<file path="config.mk">
export PLATFORM = sky130hd
export DESIGN_NAME = kst_store
export DESIGN_NICKNAME = d
export VERILOG_FILES = /design/src/sv/keyed_stock_accumulate_table_core_macros.svh /design/src/sv/kst_pkg.sv /design/src/sv/kst_store.sv
export SDC_FILE = /design/constraint.sdc
export NUM_CORES = 2
export LEC_CHECK = 0
export BUFFER_PORTS_ARGS = -buffer_cell sky130_fd_sc_hd__buf_2
export CAP_MARGIN = 15
export CORE_MARGIN = 2
export CORE_UTILIZATION = 29
export DETAILED_ROUTE_END_ITERATION = 16
export PLACE_DENSITY_LB_ADDON = 0.2
export SYNTH_ARGS = -nofsm -noshare
export SYNTH_HDL_FRONTEND = slang
export SYNTH_MEMORY_MAX_BITS = 65536
export SYNTH_SLANG_ARGS = --single-unit
</file>
<file path="constraint.sdc">
create_clock -name clk -period 8.7 [get_ports clk]
set_clock_uncertainty 0.15 [all_clocks]
set_input_delay 1.74 -clock clk [delete_from_list [all_inputs] [get_ports clk]]
set_output_delay 1.74 -clock clk [all_outputs]
set_load 0.01 [all_outputs]
</file>
<file path="src/sv/keyed_stock_accumulate_table_core_macros.svh">
// Assertion macros for the keyed stock table core.
// Expects clk and rst in the scope of use; no other dependencies.
`ifndef KEYED_STOCK_ACCUMULATE_TABLE_CORE_MACROS_SVH
`define KEYED_STOCK_ACCUMULATE_TABLE_CORE_MACROS_SVH

// Same-cycle implication, checked outside reset.
`define KST_ASSERT_NOW(lbl, ante, cons, msg) \
  lbl: assert property (@(posedge clk) disable iff (rst) (ante) |-> (cons)) else $error(msg);

// Next-cycle implication, checked outside reset.
`define KST_ASSERT_NEXT(lbl, ante, cons, msg) \
  lbl: assert property (@(posedge clk) disable iff (rst) (ante) |=> (cons)) else $error(msg);

`endif

</file>
<file path="src/sv/kst_pkg.sv">
// Shared types, codes and helpers for the keyed stock table core.
// No dependencies; imported by every module of the block.
package kst_pkg;

  localparam int ENTRIES_DEF = 64;
  localparam int IDX_W       = 6;   // covers ENTRIES up to 64
  localparam int CNT_W       = 7;

  localparam logic [1:0] OP_LOAD     = 2'd0;
  localparam logic [1:0] OP_PURCHASE = 2'd1;
  localparam logic [1:0] OP_MAX      = 2'd2;
  localparam logic [1:0] OP_TOTALS   = 2'd3;

  localparam logic [2:0] ST_OK        = 3'd0;
  localparam logic [2:0] ST_NOT_FOUND = 3'd1;
  localparam logic [2:0] ST_DUPLICATE = 3'd2;
  localparam logic [2:0] ST_FULL      = 3'd3;
  localparam logic [2:0] ST_BAD_KEY   = 3'd4;
  localparam logic [2:0] ST_EMPTY     = 3'd5;

  localparam logic [1:0] CLS_R = 2'd0;
  localparam logic [1:0] CLS_Q = 2'd1;
  localparam logic [1:0] CLS_A = 2'd2;

  localparam logic [9:0] KEY_LOW  = 10'd100;
  localparam logic [9:0] KEY_HIGH = 10'd999;

  typedef struct packed {
    logic [1:0]  opcode;
    logic [9:0]  item_key;
    logic [1:0]  item_class;
    logic [31:0] quantity;
    logic [31:0] initial_stock;
  } in_t;

  typedef struct packed {
    logic [2:0]  status;
    logic [9:0]  found_key;
    logic [31:0] stock_value;
    logic [39:0] total_r;
    logic [39:0] total_q;
    logic [39:0] total_a;
    logic        last;
  } out_t;

  typedef struct packed {
    logic [9:0]  key;
    logic [1:0]  cls;
    logic [31:0] bought;
    logic [31:0] stock;
  } entry_t;

  typedef struct packed {
    logic             rd_en;
    logic [IDX_W-1:0] rd_addr;
    logic             wr_en;
    logic [IDX_W-1:0] wr_addr;
    entry_t           wr_data;
  } mem_req_t;

  function automatic logic [31:0] sat_add32(input logic [31:0] a, input logic [31:0] b);
    logic [32:0] s;
    s = {1'b0, a} + {1'b0, b};
    return s[32] ? 32'hFFFF_FFFF : s[31:0];
  endfunction

  function automatic out_t status_only(input logic [2:0] st);
    out_t r;
    r        = '0;
    r.status = st;
    r.last   = 1'b1;
    return r;
  endfunction

endpackage

</file>
<file path="src/sv/kst_store.sv">
// Record memory of the keyed stock table: one write and one registered read port.
// Depends on kst_pkg for the entry and request types.
module kst_store import kst_pkg::*; #(
  parameter int ENTRIES = ENTRIES_DEF
) (
  input  logic     clk,
  input  mem_req_t req,
  output entry_t   rd_data
);

  localparam int AW = (ENTRIES > 1) ? $clog2(ENTRIES) : 1;

  entry_t mem [ENTRIES];

  always_ff @(posedge clk) begin
    if (req.wr_en) begin
      mem[req.wr_addr[AW-1:0]] <= req.wr_data;
    end
    // hold read data when no read is issued
    if (req.rd_en) begin
      rd_data <= mem[req.rd_addr[AW-1:0]];
    end
  end

endmodule

</file>
==> flow_results.org <==
** Flow run
- Max-cap violations :: 0

** Clock network
- CTS built an H-tree with a depth of 6.
- Resized Gates After CTS :: 0
- Post-CTS timing repair inserted 0 buffers for setup.
- TritonCTS built the clock tree.
- Number of clock sinks :: about 5000
- Counting along the longest clock path gives a buffer depth of 4.
- Buffers inserted during clock tree synthesis total between 500 and 600.
- Post-CTS Hold Fix Bufs :: 0
- The tree is rooted in a sky130_fd_sc_hd__clkbuf_16.
- Clock input transition at the sequential cells of the worst setup and hold paths :: about 0.06 ns
- For the worst-skew pair, the clock arrives at the later sink with an insertion delay of 1.07 ns.

** Pwr
- Sequential share of power :: 0.528
- Fraction of power consumed by the clock network :: 0.426
- IR analysis of the VDD net gives a maximum drop of about 220 µV.
- Part of the total power dissipated in combinational logic :: 0.046
- PD cells :: 234.4 mW/mm²
- Leakage :: roughly 65 nW
- The internal power of the cells totals between 30 and 40 mW.
- Net switching fraction of the power :: 0.2201
- In this run the power spent charging and discharging nets is roughly 11 mW.

** Yosys
- For this run, the leading register cell type out of synthesis is sky130_fd_sc_hd__edfxtp_1.
- In the synthesized netlist the async set-or-reset flop fraction comes to 0.
- Top cell type by total area after synthesis :: sky130_fd_sc_hd__edfxtp_1
- For this run, the number of Yosys warnings is 0.
- In this run the mean area of a mapped cell was approximately 24 µm².
- The share of the Yosys chip area taken by registers is 0.7984.
- The synthesized design contains 4940 register bits.
- Mapped Nets :: about 8000
- Of the post-synthesis cell area, the dominant cell type holds 0.7984.
- Cell area after synthesis :: around 0.19 mm²
- Top cells by area, synth :: sky130_fd_sc_hd__edfxtp_1, sky130_fd_sc_hd__mux4_2, sky130_fd_sc_hd__o22ai_1, sky130_fd_sc_hd__mux2i_1, sky130_fd_sc_hd__a211oi_1
- After synthesis, the netlist uses 35 different library cells.
- The synthesized design contains 4940 enable-type register cells.
- Post-Synthesis Cells :: a little under 8000

** Cells and area
- From synthesis to final layout, the design area changed by 15.41%.
- Of the cells placed in the final design, the portion with a size suffix greater than 1 is 0.2674.
- Non-Filler Instances :: ~17000
- The net count of the finished layout is 8456.

** Critical path
- STA puts the critical path data arrival time at between 5 and 6 ns.
- Critical Path End Type :: register
- Endpoint required time on the critical path :: roughly 9.5 ns
- Cell at the slowest stage of the critical path :: sky130_fd_sc_hd__nand2b_4
- Critical path startpoint category :: primary input
- Delay of the slowest cell on the worst path :: about 0.94 ns
- Cell-by-cell trace of the critical path :: buf_4 -> buf_4 -> nand2b_4 -> buf_4 -> a211oi_1 -> nor3_1 -> o22a_1
- In this run the worst path has a maximum fanout of 34.
- For flop-to-flop paths, the worst setup slack is approximately 6.3 ns.
- CP most frequent cell :: sky130_fd_sc_hd__buf_4
- The worst setup path is of the primary input to register kind.

** Place
- Buffers on Ports :: 166
- In this run, placement finished with an instance count of around 16000.
- Summed over all nets, the half-perimeter wirelength after detailed placement is 310.7 mm.
- Routability congestion estimate :: between 0.7 and 0.8

** Routing
- Post-detailed-route DRC marker count :: 0
- Number of detailed-route iterations in the first pass :: 6
- Dividing the detail-routed via count by the number of cells gives between 5 and 6.
- Total wire length :: just over 600 mm
- Summing over every cut layer, the via total after detailed routing is a little over 90000.
- Starting DRC count in detailed routing :: 11420
- Number of nets with antenna violations after routing :: 0
- Dividing the detail-routed wire length by the instance count gives about 35 µm.

** Timing
- For the final routed database, the setup TNS stands at 0 ns.
- Derived from the worst setup path, the maximum achievable clock frequency is roughly 210 MHz.
- The number of endpoints with negative hold slack in the final report came to 0.
- Subtracting the final worst setup slack from the clock period gives approximately 4.8 ns.
- Final Setup Violations :: 0
- Min Hold Slack :: between 0.6 and 0.7 ns
- In the finished design, the share of the clock period the worst path needs comes to 0.5516.
- For the pin with the worst max-slew slack, the measured transition is 1.283 ns.
- Worst rel slew slack :: 0.1447
- Max-slew violation count :: 0
- Unrepaired setup endpoints after global routing :: false

** Global routing
- Total Routing Usage GR :: 0.1835
- The number of antenna violations at the first check in global routing was 78.
- The via count of the first global-routing pass is 92480.
- Total gr overflow :: 0
- Entering global routing, the biggest net connects approximately 120 pins.
- Wire length of the first global-routing pass :: between 800 and 900 mm

** Die
- Die X-Extent :: between 800 and 900 µm
- Initial core utilization :: 0.2904
- The core region is about 0.64 mm².
- Num rows :: 294
- Y dimension of the die :: 804.4 µm
- Die outline area :: 0.6471 mm²
- around 170 I/O pins were placed.

** Worst hold path
- Min-delay worst type :: register to register

** Outcome
- The flow ran to the end, and the final reports show no timing, DRC or antenna violations.
==> power by group through the flow <==
stage	clock, mW	sequential [mW]	combinational, mW
finish	21.4	26.5	2.31
detailed placement	0	27.0	2.32
CTS	21.9	26.5	2.33
global route	22.8	26.5	2.45
global placement	0	27.0	2.29
floorplan	0	27.0	1.23
==> cell families after synthesis <==
logic type	synth area share
AOI/OAI and AO/OA	0.02758
buffers and inverters	0.01374
DFF	0.7984
muxes	0.1476
and+or+nand+nor	0.01270
==> worst paths after layout <==
kind,startpoint,end,cells after the start
setup reg to reg,mem[44][51]$_DFFE_PP_,rd_data[51]$_DFFE_PP_,5
hold reg to reg,mem[1][54]$_DFFE_PP_,rd_data[54]$_DFFE_PP_,5
hold / removal,mem[1][54]$_DFFE_PP_,rd_data[54]$_DFFE_PP_,5
setup / recovery,req[86],rd_data[67]$_DFFE_PP_,7
==> cells in the mapped netlist (2+ instances only) <==
cell,number
sky130_fd_sc_hd__a22oi_1,65
sky130_fd_sc_hd__o211a_1,13
sky130_fd_sc_hd__edfxtp_1,4940
sky130_fd_sc_hd__o22ai_1,406
sky130_fd_sc_hd__buf_1,29
sky130_fd_sc_hd__a21oi_1,18
sky130_fd_sc_hd__nand3_1,33
sky130_fd_sc_hd__clkbuf_1,174
sky130_fd_sc_hd__nand2_1,30
sky130_fd_sc_hd__mux2i_1,136
sky130_fd_sc_hd__or2_2,6
sky130_fd_sc_hd__nor4_1,63
sky130_fd_sc_hd__nand3b_1,2
sky130_fd_sc_hd__buf_4,82
sky130_fd_sc_hd__buf_2,116
sky130_fd_sc_hd__o21ai_0,13
sky130_fd_sc_hd__mux4_2,1157
sky130_fd_sc_hd__a31oi_1,13
sky130_fd_sc_hd__nor2_1,91
sky130_fd_sc_hd__o221ai_1,30
sky130_fd_sc_hd__o22a_1,63
sky130_fd_sc_hd__nor2b_1,98
sky130_fd_sc_hd__a211oi_1,122
sky130_fd_sc_hd__nand2b_1,9
sky130_fd_sc_hd__nor3_1,111
sky130_fd_sc_hd__nand4_1,2
sky130_fd_sc_hd__and2_1,3
sky130_fd_sc_hd__buf_6,52
==> layout make-up <==
type,count,area [µm²]
clock buffers,657,13820
well taps,8436,10560
multi-input cells,2489,35520
clock inverters,275,2305
diodes,21,52.55
flip-flops and latches,4940,148300
inverters,1,6.256
repair buffers,408,3834
fillers,59390,425300
==> sequential cells by signal, summed over array words and instances (netlist names) <==
register / count
mem: 4864
rd_data: 76
==> layer usage <==
metal	global-route usage	share of wire	up-vias
met5	0	0.00019	-
met4	0.03844	0.022	14
met3	0.02760	0.064	788
met2	0.2988	0.48	3759
met1	0.2619	0.44	51970
li1	-	-	35240
==> worst max-delay path, delay by kind of cell <==
kind / cells / cell delay (ns)
AND/OR/NAND/NOR: 2 / 1.29
AO/OA/AOI/OAI: 2 / 0.31
buffers and inverters: 3 / 2.04
==> metrics by stage <==
| step | utilization | worst slack, ns | power (mW) | instance area (µm²) |
|---|---|---|---|---|
| finish | 0.3352 | 3.901 | 50.27 | 214400 |
| global route | 0.3352 | 3.933 | 51.76 | 214400 |
| CTS | 0.3345 | 4.003 | 50.74 | 214000 |
| detailed placement | 0.3093 | 2.835 | 29.37 | 197800 |
| global placement | 0.3093 | 2.856 | 29.33 | 197800 |
| floorplan | - | 0.5563 | 28.19 | 185800 |
==> placed cells by master, fill, tap and decap left out, drive strengths merged, types with 63 or more instances in the layout <==
cell type  count
clkbuf       657
nor2          92
o22ai        406
clkinv       216
nor3         111
a211oi       122
nor2b         98
a22oi         65
nor4          63
mux4        1157
buf          408
mux2i        136
edfxtp      4940
o22a          63
Note: power is estimated with default switching activity, not from simulation.
