### config.mk
export PLATFORM = sky130hd
export DESIGN_NAME = kst_ctrl
export DESIGN_NICKNAME = d
export VERILOG_FILES = /design/src/sv/keyed_stock_accumulate_table_core_macros.svh /design/src/sv/kst_pkg.sv /design/src/sv/kst_ctrl.sv
export SDC_FILE = /design/constraint.sdc
export NUM_CORES = 1
export LEC_CHECK = 0
export ABC_AREA = 1
export BUFFER_PORTS_ARGS = -buffer_cell sky130_fd_sc_hd__buf_4
export CELL_PAD_IN_SITES_DETAIL_PLACEMENT = 0
export CELL_PAD_IN_SITES_GLOBAL_PLACEMENT = 1
export CORE_AREA = 8 8 321 323
export CTS_CLUSTER_SIZE = 20
export DETAILED_ROUTE_END_ITERATION = 16
export DIE_AREA = 0 0 329 331
export PLACE_DENSITY_LB_ADDON = 0.1
export SLEW_MARGIN = 20
export SYNTH_ARGS = -nofsm -noshare
export SYNTH_HDL_FRONTEND = slang
export SYNTH_SLANG_ARGS = --single-unit
### constraint.sdc
create_clock -name clk -period 21.8 [get_ports clk]
set_input_delay 3.27 -clock clk [delete_from_list [all_inputs] [get_ports clk]]
set_output_delay 3.27 -clock clk [all_outputs]
set_load 0.05 [all_outputs]
### src/sv/keyed_stock_accumulate_table_core_macros.svh
// Assertion macros for the keyed stock table core.
// Expects clk and rst in the scope of use; no other dependencies.
`ifndef KEYED_STOCK_ACCUMULATE_TABLE_CORE_MACROS_SVH
`define KEYED_STOCK_ACCUMULATE_TABLE_CORE_MACROS_SVH

// Same-cycle implication, checked outside reset.
`define KST_ASSERT_NOW(lbl, ante, cons, msg) \
  lbl: assert property (@(posedge clk) disable iff (rst) (ante) |-> (cons)) else $error(msg);

// Next-cycle implication, checked outside reset.
`define KST_ASSERT_NEXT(lbl, ante, cons, msg) \
  lbl: assert property (@(posedge clk) disable iff (rst) (ante) |=> (cons)) else $error(msg);

`endif

### src/sv/kst_pkg.sv
// Shared types, codes and helpers for the keyed stock table core.
// No dependencies; imported by every module of the block.
package kst_pkg;

  localparam int ENTRIES_DEF = 64;
  localparam int IDX_W       = 6;   // covers ENTRIES up to 64
  localparam int CNT_W       = 7;

  localparam logic [1:0] OP_LOAD     = 2'd0;
  localparam logic [1:0] OP_PURCHASE = 2'd1;
  localparam logic [1:0] OP_MAX      = 2'd2;
  localparam logic [1:0] OP_TOTALS   = 2'd3;

  localparam logic [2:0] ST_OK        = 3'd0;
  localparam logic [2:0] ST_NOT_FOUND = 3'd1;
  localparam logic [2:0] ST_DUPLICATE = 3'd2;
  localparam logic [2:0] ST_FULL      = 3'd3;
  localparam logic [2:0] ST_BAD_KEY   = 3'd4;
  localparam logic [2:0] ST_EMPTY     = 3'd5;

  localparam logic [1:0] CLS_R = 2'd0;
  localparam logic [1:0] CLS_Q = 2'd1;
  localparam logic [1:0] CLS_A = 2'd2;

  localparam logic [9:0] KEY_LOW  = 10'd100;
  localparam logic [9:0] KEY_HIGH = 10'd999;

  typedef struct packed {
    logic [1:0]  opcode;
    logic [9:0]  item_key;
    logic [1:0]  item_class;
    logic [31:0] quantity;
    logic [31:0] initial_stock;
  } in_t;

  typedef struct packed {
    logic [2:0]  status;
    logic [9:0]  found_key;
    logic [31:0] stock_value;
    logic [39:0] total_r;
    logic [39:0] total_q;
    logic [39:0] total_a;
    logic        last;
  } out_t;

  typedef struct packed {
    logic [9:0]  key;
    logic [1:0]  cls;
    logic [31:0] bought;
    logic [31:0] stock;
  } entry_t;

  typedef struct packed {
    logic             rd_en;
    logic [IDX_W-1:0] rd_addr;
    logic             wr_en;
    logic [IDX_W-1:0] wr_addr;
    entry_t           wr_data;
  } mem_req_t;

  function automatic logic [31:0] sat_add32(input logic [31:0] a, input logic [31:0] b);
    logic [32:0] s;
    s = {1'b0, a} + {1'b0, b};
    return s[32] ? 32'hFFFF_FFFF : s[31:0];
  endfunction

  function automatic out_t status_only(input logic [2:0] st);
    out_t r;
    r        = '0;
    r.status = st;
    r.last   = 1'b1;
    return r;
  endfunction

endpackage

### src/sv/kst_ctrl.sv
// Sequencer of the keyed stock table: scans the record memory, updates it and
// drives the result register. Depends on kst_pkg.
module kst_ctrl import kst_pkg::*; #(
  parameter int ENTRIES = ENTRIES_DEF
) (
  input  logic     clk,
  input  logic     rst,
  input  logic     in_valid,
  output logic     in_ready,
  input  in_t      in_data,
  output logic     out_valid,
  input  logic     out_ready,
  output out_t     out_data,
  output mem_req_t mem_req,
  input  entry_t   rd_data
);

  localparam logic [2:0] S_IDLE = 3'd0;
  localparam logic [2:0] S_RD   = 3'd1;
  localparam logic [2:0] S_CMP  = 3'd2;
  localparam logic [2:0] S_END  = 3'd3;
  localparam logic [2:0] S_RESP = 3'd4;
  localparam logic [2:0] S_MRD  = 3'd5;
  localparam logic [2:0] S_MCMP = 3'd6;

  localparam logic [CNT_W-1:0] FULL_CNT = CNT_W'(ENTRIES);

  logic [2:0]       state;
  in_t              req;
  logic [CNT_W-1:0] count;
  logic [CNT_W-1:0] idx;
  logic [31:0]      mx;
  logic [IDX_W-1:0] last_idx;
  logic [39:0]      tr, tq, ta;
  out_t             res;

  logic        slot_free;
  logic        key_hit;
  logic        max_hit;
  logic        out_load;
  out_t        out_next;
  out_t        hit_res;
  out_t        sums_res;
  logic [31:0] bought_next;
  logic [31:0] stock_next;

  assign in_ready    = (state == S_IDLE);
  assign slot_free   = !out_valid || out_ready;
  assign key_hit     = (rd_data.key == req.item_key);
  assign max_hit     = (rd_data.stock == mx);
  assign bought_next = sat_add32(rd_data.bought, req.quantity);
  assign stock_next  = sat_add32(rd_data.stock, req.quantity);

  always_comb begin
    hit_res             = status_only(ST_OK);
    hit_res.found_key   = req.item_key;
    hit_res.stock_value = stock_next;
    sums_res            = status_only(ST_OK);
    sums_res.total_r    = tr;
    sums_res.total_q    = tq;
    sums_res.total_a    = ta;
  end

  always_comb begin
    mem_req         = '0;
    mem_req.rd_en   = ((state == S_RD) && (idx != count)) || (state == S_MRD);
    mem_req.rd_addr = idx[IDX_W-1:0];
    if ((state == S_CMP) && (req.opcode == OP_PURCHASE) && key_hit) begin
      mem_req.wr_en   = 1'b1;
      mem_req.wr_addr = idx[IDX_W-1:0];
      mem_req.wr_data = '{key: rd_data.key, cls: rd_data.cls,
                          bought: bought_next, stock: stock_next};
    end else if ((state == S_END) && (req.opcode == OP_LOAD) && (count != FULL_CNT)) begin
      mem_req.wr_en   = 1'b1;
      mem_req.wr_addr = count[IDX_W-1:0];
      mem_req.wr_data = '{key: req.item_key, cls: req.item_class,
                          bought: req.quantity, stock: req.initial_stock};
    end
  end

  always_comb begin
    out_next             = '0;
    out_next.status      = ST_OK;
    out_next.found_key   = rd_data.key;
    out_next.stock_value = mx;
    out_next.last        = (idx[IDX_W-1:0] == last_idx);
    out_load             = 1'b0;
    if (state == S_RESP) begin
      out_next = res;
      out_load = slot_free;
    end else if ((state == S_MCMP) && max_hit) begin
      out_load = slot_free;
    end
  end

  always_ff @(posedge clk) begin
    if (rst) begin
      state <= S_IDLE;
      count <= '0;
    end else begin
      case (state)
        S_IDLE: begin
          if (in_valid) begin
            req      <= in_data;
            idx      <= '0;
            mx       <= '0;
            last_idx <= '0;
            tr       <= '0;
            tq       <= '0;
            ta       <= '0;
            if ((in_data.opcode == OP_LOAD) &&
                ((in_data.item_key < KEY_LOW) || (in_data.item_key > KEY_HIGH))) begin
              res   <= status_only(ST_BAD_KEY);
              state <= S_RESP;
            end else begin
              state <= S_RD;
            end
          end
        end
        S_RD: begin
          state <= (idx == count) ? S_END : S_CMP;
        end
        S_CMP: begin
          case (req.opcode)
            OP_LOAD: begin
              if (key_hit) begin
                res   <= status_only(ST_DUPLICATE);
                state <= S_RESP;
              end else begin
                idx   <= idx + 1'b1;
                state <= S_RD;
              end
            end
            OP_PURCHASE: begin
              if (key_hit) begin
                res   <= hit_res;
                state <= S_RESP;
              end else begin
                idx   <= idx + 1'b1;
                state <= S_RD;
              end
            end
            OP_MAX: begin
              idx   <= idx + 1'b1;
              state <= S_RD;
              // keep the position of the latest record at the running maximum
              if ((idx == '0) || (rd_data.stock > mx)) begin
                mx       <= rd_data.stock;
                last_idx <= idx[IDX_W-1:0];
              end else if (max_hit) begin
                last_idx <= idx[IDX_W-1:0];
              end
            end
            default: begin
              idx   <= idx + 1'b1;
              state <= S_RD;
              // at most 64 terms of 32 bits: the 40-bit sums cannot overflow
              case (rd_data.cls)
                CLS_R:   tr <= tr + {8'd0, rd_data.bought};
                CLS_Q:   tq <= tq + {8'd0, rd_data.bought};
                CLS_A:   ta <= ta + {8'd0, rd_data.bought};
                default: ;
              endcase
            end
          endcase
        end
        S_END: begin
          case (req.opcode)
            OP_LOAD: begin
              state <= S_RESP;
              if (count == FULL_CNT) begin
                res <= status_only(ST_FULL);
              end else begin
                res   <= status_only(ST_OK);
                count <= count + 1'b1;
              end
            end
            OP_PURCHASE: begin
              res   <= status_only(ST_NOT_FOUND);
              state <= S_RESP;
            end
            OP_MAX: begin
              if (count == '0) begin
                res   <= status_only(ST_EMPTY);
                state <= S_RESP;
              end else begin
                idx   <= '0;
                state <= S_MRD;
              end
            end
            default: begin
              res   <= sums_res;
              state <= S_RESP;
            end
          endcase
        end
        S_MRD: begin
          state <= S_MCMP;
        end
        S_MCMP: begin
          if (!max_hit) begin
            idx   <= idx + 1'b1;
            state <= S_MRD;
          end else if (slot_free) begin
            if (idx[IDX_W-1:0] == last_idx) begin
              state <= S_IDLE;
            end else begin
              idx   <= idx + 1'b1;
              state <= S_MRD;
            end
          end
        end
        S_RESP: begin
          if (slot_free) begin
            state <= S_IDLE;
          end
        end
        default: begin
          state <= S_IDLE;
        end
      endcase
    end
  end

  // result register: parts the receiver from the sequencer
  always_ff @(posedge clk) begin
    if (rst) begin
      out_valid <= 1'b0;
    end else if (out_load) begin
      out_valid <= 1'b1;
    end else if (out_ready) begin
      out_valid <= 1'b0;
    end
  end

  always_ff @(posedge clk) begin
    if (out_load) begin
      out_data <= out_next;
    end
  end

endmodule

==> flow_summary.yaml, run 1 <==
min_path:
  hold_depth: 2
  hp-class: "reg2reg"
  worstHoldEndpoint: "out_data[143]$_DFFE_PP_"
  holdCritStartpoint: "res[143]$_DFFE_PP_"
synthesis:
  synth_edf_count: 574
  synthAdderAreaFrac_pct: 7.26
  synthSimpleGateAreaFrac_pct: 24.8
  yosys_register_bits: 585
  ys.flop_type: "edfxtp_1"
  synth_nets: 4876
  synth_compound_area_share_pct: 9.61
  syn_inst: 4513
  synth_warnings: 0
  synth.avg_cell_area_um2: 7.95
  postSynth.asyncResetShare_pct: 0
  synth_area_um2: 35900
  synth_cell_types: 50
  synth_mux_area_share_pct: 0
  synth-xor-area-share_pct: 1.10
  ys_seq_area_share_pct: 48.7
  synth_top_family_by_area: "simple AND/OR/NAND/NOR gates"
drt:
  drtIter0Drc: 2784
  vias: 30900
  wl_mm: 130
  via_per_inst: 4.92
  antenna_left: 0
  route.detailed.drc: 0
  routedWlPerCell_um: 20.6
  dr.pass1.iters: 6
power_and_ir_drop:
  ir_drop_v: 0.0000474
  total_power_mw: 3.23
  power.density_nw_per_um2: 75.6
  sw_frac_of_total_pct: 32.0
  total_leakage_power_nw: 19.5
  internal-power_mw: 2.20
  seqPwrFrac_pct: 42.5
  p_comb_share_pct: 20.7
  p_clk_share_pct: 36.8
  switching_power_mw: 1.03
clock_tree:
  clk_pin_slew_ps: 60
  clk_latency_ps: 650
  hold_buffers: 0
  htree_levels: 3
  cts_sinks: 585
  post-cts-setup-buffer-count: 0
  cts.path.max_buffers: 3
  cts_tree: "done"
  ctsResizeCount: 0
  root_buffer: "clkbuf_16"
  cts_buffers: 72
floorplanning:
  io-pin-count: 416
  start_util_pct: 36.7
  coreArea_um2: 97700
  dieArea_um2: 109000
  core.rowCount: 115
  fp.dieW_um: 329
  die_h_um: 331
layout:
  area_delta_synth_final_pct: 19.2
  nFillCells: 10000
  multi_input_area_um2: 15400
  layout_common_cells: "nand2_1 (1,271), nor2_1 (702), inv_1 (692)"
  nets: 5292
  drive_gt1_share_pct: 11.9
  register_area_um2: 17500
  layout_commonest_cell: "nand2_1"
sta:
  tightest_slew_ps: 1120
  drv_slew: 0
  setup_slack_ps: 12130
  setup_viol: 0
  slew_headroom_pct: 25.1
  fmax_ghz: 0.103
  finalHoldViolations: 0
  clock-skew-final_ps: 32.1
  tns_ps: 0
  grt_setup_unrepaired: "no"
  fin_crit_sh_pct: 44.4
  fin_crit_ps: 9670
setup_path:
  worst-path-max-fanout: 58
  cp_cell_sequence: "buf_4 > inv_1 > nand2_1 > nand2_1 > nor2_1 > nand2_1 > nor2_1 > nand2_1 > nor2_8 > inv_4 > nor2_8 > a22oi_1 > buf_4"
  critPathRequiredTime_ps: 18530
  critPathMaxStageDelay_ps: 860
  slowest_stage: "nor2_8"
  reg2reg_from: "mx[31]$_SDFFCE_PN0P_"
  cpMostUsedCell: "nand2_1"
  reg2reg_setup_slack_ps: 16580
  endpoint_kind: "primary output"
  worst-r2r-cell-count: 11
  timing.rr.end: "out_data[34]$_SDFFCE_PN0P_"
  crit_type: "in2out"
  cp-start-kind: "primary input"
  cp.arrival_ps: 6400
grt:
  overflow: 0
  grt_max_degree: 87
  antenna_found_initial: 5
  grt_first_pass_wirelength_mm: 188
  grt_pass1_vias: 29200
  track_usage_pct: 23.0
placed_design:
  place_ws_ps: 12120
  dp_hpwl_mm: 101
  gp_congestion: 0.923
  port_buffers: 415
flow_run:
  drv_cap: 0
run_status:
  status: "complete, no violations"
[worst max path at each step]
stage | start | end | slack [ps] | depth (start not counted)
finish | rd_data[74] | mem_req[40] | 12130 | 13
global route | rd_data[74] | mem_req[36] | 11850 | 13
CTS | rd_data[74] | mem_req[36] | 12100 | 13
detailed placement | rd_data[74] | mem_req[36] | 12120 | 13
global placement | rd_data[74] | mem_req[49] | 12200 | 13
floorplan | rst | res[100]$_DFFE_PP_ | 5040 | 6
[final cells by class]
type                            count  area share, %
Clock inverter                     45          0.910
Sequential cell                   585           40.8
Clock buffer                       87           4.47
Timing Repair Buffer              438           7.74
Antenna cell                        3         0.0176
Tap cell                         1287           3.77
Inverter                          702           6.17
Multi-Input combinational cell   3130           36.1
[synthesized netlist by cell type, types with 3 or more instances]
cell type | count | area share (%)
nand2_1 | 1272 | 13
nor2_1 | 705 | 7.4
inv_1 | 692 | 7.2
edfxtp_1 | 574 | 48
a21oi_1 | 323 | 4.5
o21ai_0 | 221 | 3.1
ha_1 | 200 | 7.0
nand3_1 | 161 | 2.2
clkbuf_1 | 61 | 0.64
nand4_1 | 31 | 0.54
nor3_1 | 31 | 0.43
o21a_1 | 31 | 0.65
xor2_1 | 23 | 0.56
xnor2_1 | 22 | 0.54
buf_2 | 14 | 0.20
a31oi_1 | 13 | 0.23
o21bai_1 | 12 | 0.25
dfxtp_1 | 11 | 0.61
buf_1 | 10 | 0.10
buf_4 | 9 | 0.19
nor4_1 | 9 | 0.16
a22oi_1 | 8 | 0.17
inv_2 | 8 | 0.084
a22oi_2 | 6 | 0.21
or2_2 | 6 | 0.10
fa_1 | 5 | 0.28
nand3b_1 | 5 | 0.10
nor3b_1 | 5 | 0.10
a21boi_0 | 4 | 0.084
a21oi_2 | 4 | 0.098
and2_1 | 4 | 0.070
a21o_1 | 3 | 0.063
nand2_2 | 3 | 0.052
nor2_8 | 3 | 0.17
o21ai_1 | 3 | 0.042
o22ai_1 | 3 | 0.052
[worst max-delay path, delay by kind of cell]
kind,cells,cell delay (ps)
simple gates,8,2100
compound gates,1,150
buf+inv,4,820
[sequential cells by signal, summed over array words and instances (netlist names), 10 cells and up]
register / cells
out_data: 166
res: 165
req: 68
ta: 40
tq: 40
tr: 40
mx: 32
hit_res: 10
[through the flow]
step / utilization [%] / cell area (um^2) / cells / hold WS (ps)
CTS: 43.7 / 42700 / 6273 / 505
finish: 43.8 / 42800 / 6277 / 504
global placement: 41.4 / 40400 / 6141 / 492
floorplan: - / 35900 / 4513 / 487
global route: 43.8 / 42700 / 6276 / 524
detailed placement: 41.4 / 40400 / 6141 / 496
[per-layer routing]
metal / up-vias / part of all wire [%] / GRT usage [%]
met5: - / 0.015 / 0
met4: 2 / 2.7 / 6.98
met3: 151 / 6.3 / 4.03
met2: 896 / 43 / 35.0
met1: 14300 / 48 / 33.3
li1: 15500 / - / -
[power by group through the flow]
stage	Sequential (mW)	Combinational [mW]	Clock, mW
3_5_place_dp	1.40	0.664	0
2_1_floorplan	1.41	0.415	0
3_3_place_gp	1.39	0.666	0
5_1_grt	1.38	0.744	1.26
6_report	1.37	0.669	1.19
4_1_cts	1.37	0.667	1.22
[cell families after synthesis]
kind of cell               count (synthesis)
DFF                                      585
xor gates and xnor gates                  45
adders and majority gates                205
AOI/OAI and AO/OA                        638
and+or+nand+nor                         2242
buffers and inverters                    798
Note: power is estimated with default switching activity, not from simulation.
==> inputs of run 2 (changes only) <==
- clock period: 21.8 -> 8.48 ns (I/O delays scaled with it)
==> flow_summary.yaml, run 2 (synthesized netlist as in run 1, its figures left out) <==
floorplanning:
  coreArea_um2: 97700
  die_h_um: 331
  io-pin-count: 416
  dieArea_um2: 109000
  start_util_pct: 36.7
  fp.dieW_um: 329
  core.rowCount: 115
layout:
  regMostFlops: "out_data"
  final_util_pct: 43.9
  largest_reg_flops: 166
  layout_common_cells: "nand2_1 (1,271), nor2_1 (702), inv_1 (692)"
  area_delta_synth_final_pct: 19.7
  nFillCells: 10000
  nets: 5290
  drive_gt1_share_pct: 11.9
  layout_commonest_cell: "nand2_1"
  reg_top3: "out_data: 166 flops, res: 165 flops, req: 68 flops"
setup_path:
  crit_type: "reg2out"
  critPathRequiredTime_ps: 7210
  cp-start-kind: "flop"
  endpoint_kind: "primary output"
  worst-path-max-fanout: 29
  cp.arrival_ps: 4670
  critPathMaxStageDelay_ps: 720
  slowest_stage: "nor2_4"
  critPathBufInv: 5
  cp_cell_sequence: "inv_2 > nand2_2 > nor2_4 > inv_2 > nor2_8 > inv_2 > nor2_8 > inv_4 > nor2_8 > a21boi_0 > buf_4"
  crit_family: "simple AND/OR/NAND/NOR gates"
clock_tree:
  ctsResizeCount: 0
  root_buffer: "clkbuf_16"
  post-cts-setup-buffer-count: 0
  cts_sinks: 585
  cts_tree: "done"
  htree_levels: 3
  hold_buffers: 0
  clk_pin_slew_ps: 60
  clk_latency_ps: 670
  cts_buffers: 73
  cts.path.max_buffers: 3
sta:
  setup_slack_ps: 2540
  fin_hold_ws_ps: 514
  setup_viol: 0
  clock-skew-final_ps: 42.5
  fmax_ghz: 0.168
  tightest_slew_ps: 1140
  grt_setup_unrepaired: "no"
  slew_headroom_pct: 24.2
  finalHoldViolations: 0
  fin_crit_sh_pct: 70.1
  drv_slew: 0
  tns_ps: 0
  fin_crit_ps: 5940
drt:
  via_per_inst: 4.91
  route.detailed.drc: 0
  dr.pass1.iters: 6
  routedWlPerCell_um: 20.7
  antenna_left: 0
  drtIter0Drc: 2629
  vias: 30800
  wl_mm: 130
power_and_ir_drop:
  ir_drop_v: 0.000144
  p_clk_share_pct: 38.3
  internal-power_mw: 5.79
  total_power_mw: 8.51
  p_comb_share_pct: 20.2
  seqPwrFrac_pct: 41.5
  power.density_nw_per_um2: 198
  total_leakage_power_nw: 19.6
  sw_frac_of_total_pct: 31.9
  switching_power_mw: 2.71
run_status:
  status: "complete, no violations"
placed_design:
  port_buffers: 415
  place_ws_ps: 3050
  dp_hpwl_mm: 101
  gp_congestion: 0.912
grt:
  overflow: 0
  track_usage_pct: 23.2
  antenna_found_initial: 0
  grt_max_degree: 128
  grt_first_pass_wirelength_mm: 190
  grt_pass1_vias: 29400
flow_run:
  drv_cap: 0
min_path:
  hp-class: "reg2reg"
run 2: metal layers:
layer,track usage [%],vias to the layer above,wire [um]
met4,4.94,0,2670
met2,36.1,903,56200
met5,0,-,0
met3,4.03,124,8270
li1,-,15500,-
met1,33.7,14300,62800
run 2: power groups by stage:
stage | registers, mW | clock network, mW | logic [mW]
2_1_floorplan | 3.60 | 0 | 1.07
3_3_place_gp | 3.58 | 0 | 1.72
3_5_place_dp | 3.59 | 0 | 1.71
4_1_cts | 3.53 | 3.34 | 1.72
5_1_grt | 3.54 | 3.44 | 1.92
6_report | 3.53 | 3.26 | 1.72
run 2: worst min-delay path, cell delays in order (launching register included):
cell and delay, ps:
edfxtp_1 320, nand2_1 50, nand2_1 50
run 2: path summary, 6_finish.rpt:
kind,slack [ps],depth (start not counted),to,from
min reg2reg,510,2,out_data[158]$_DFFE_PP_,res[158]$_DFFE_PP_
min,510,2,out_data[158]$_DFFE_PP_,res[158]$_DFFE_PP_
max reg2reg,4310,8,res[36]$_DFFE_PP_,state[2]$_SDFFE_PP0P_
max,2540,11,mem_req[49],state[2]$_SDFFE_PP0P_
run 2: metrics by stage:
step | area, um^2 | instances
CTS | 42900 | 6271
finish | 42900 | 6273
global route | 42900 | 6271
floorplan | 35900 | 4513
detailed placement | 40400 | 6139
global placement | 40400 | 6139
run 2: area by class of cell:
class,instances,area (um^2),share of cell area [%]
clock inverter,50,619,1.44
clock buffer,82,1870,4.36
antenna,2,5.00,0.0117
tap,1287,1610,3.75
timing repair buffer,435,3290,7.67
sequential,585,17500,40.7
multi-input combinational,3130,15400,36.0
inverter,702,2640,6.15
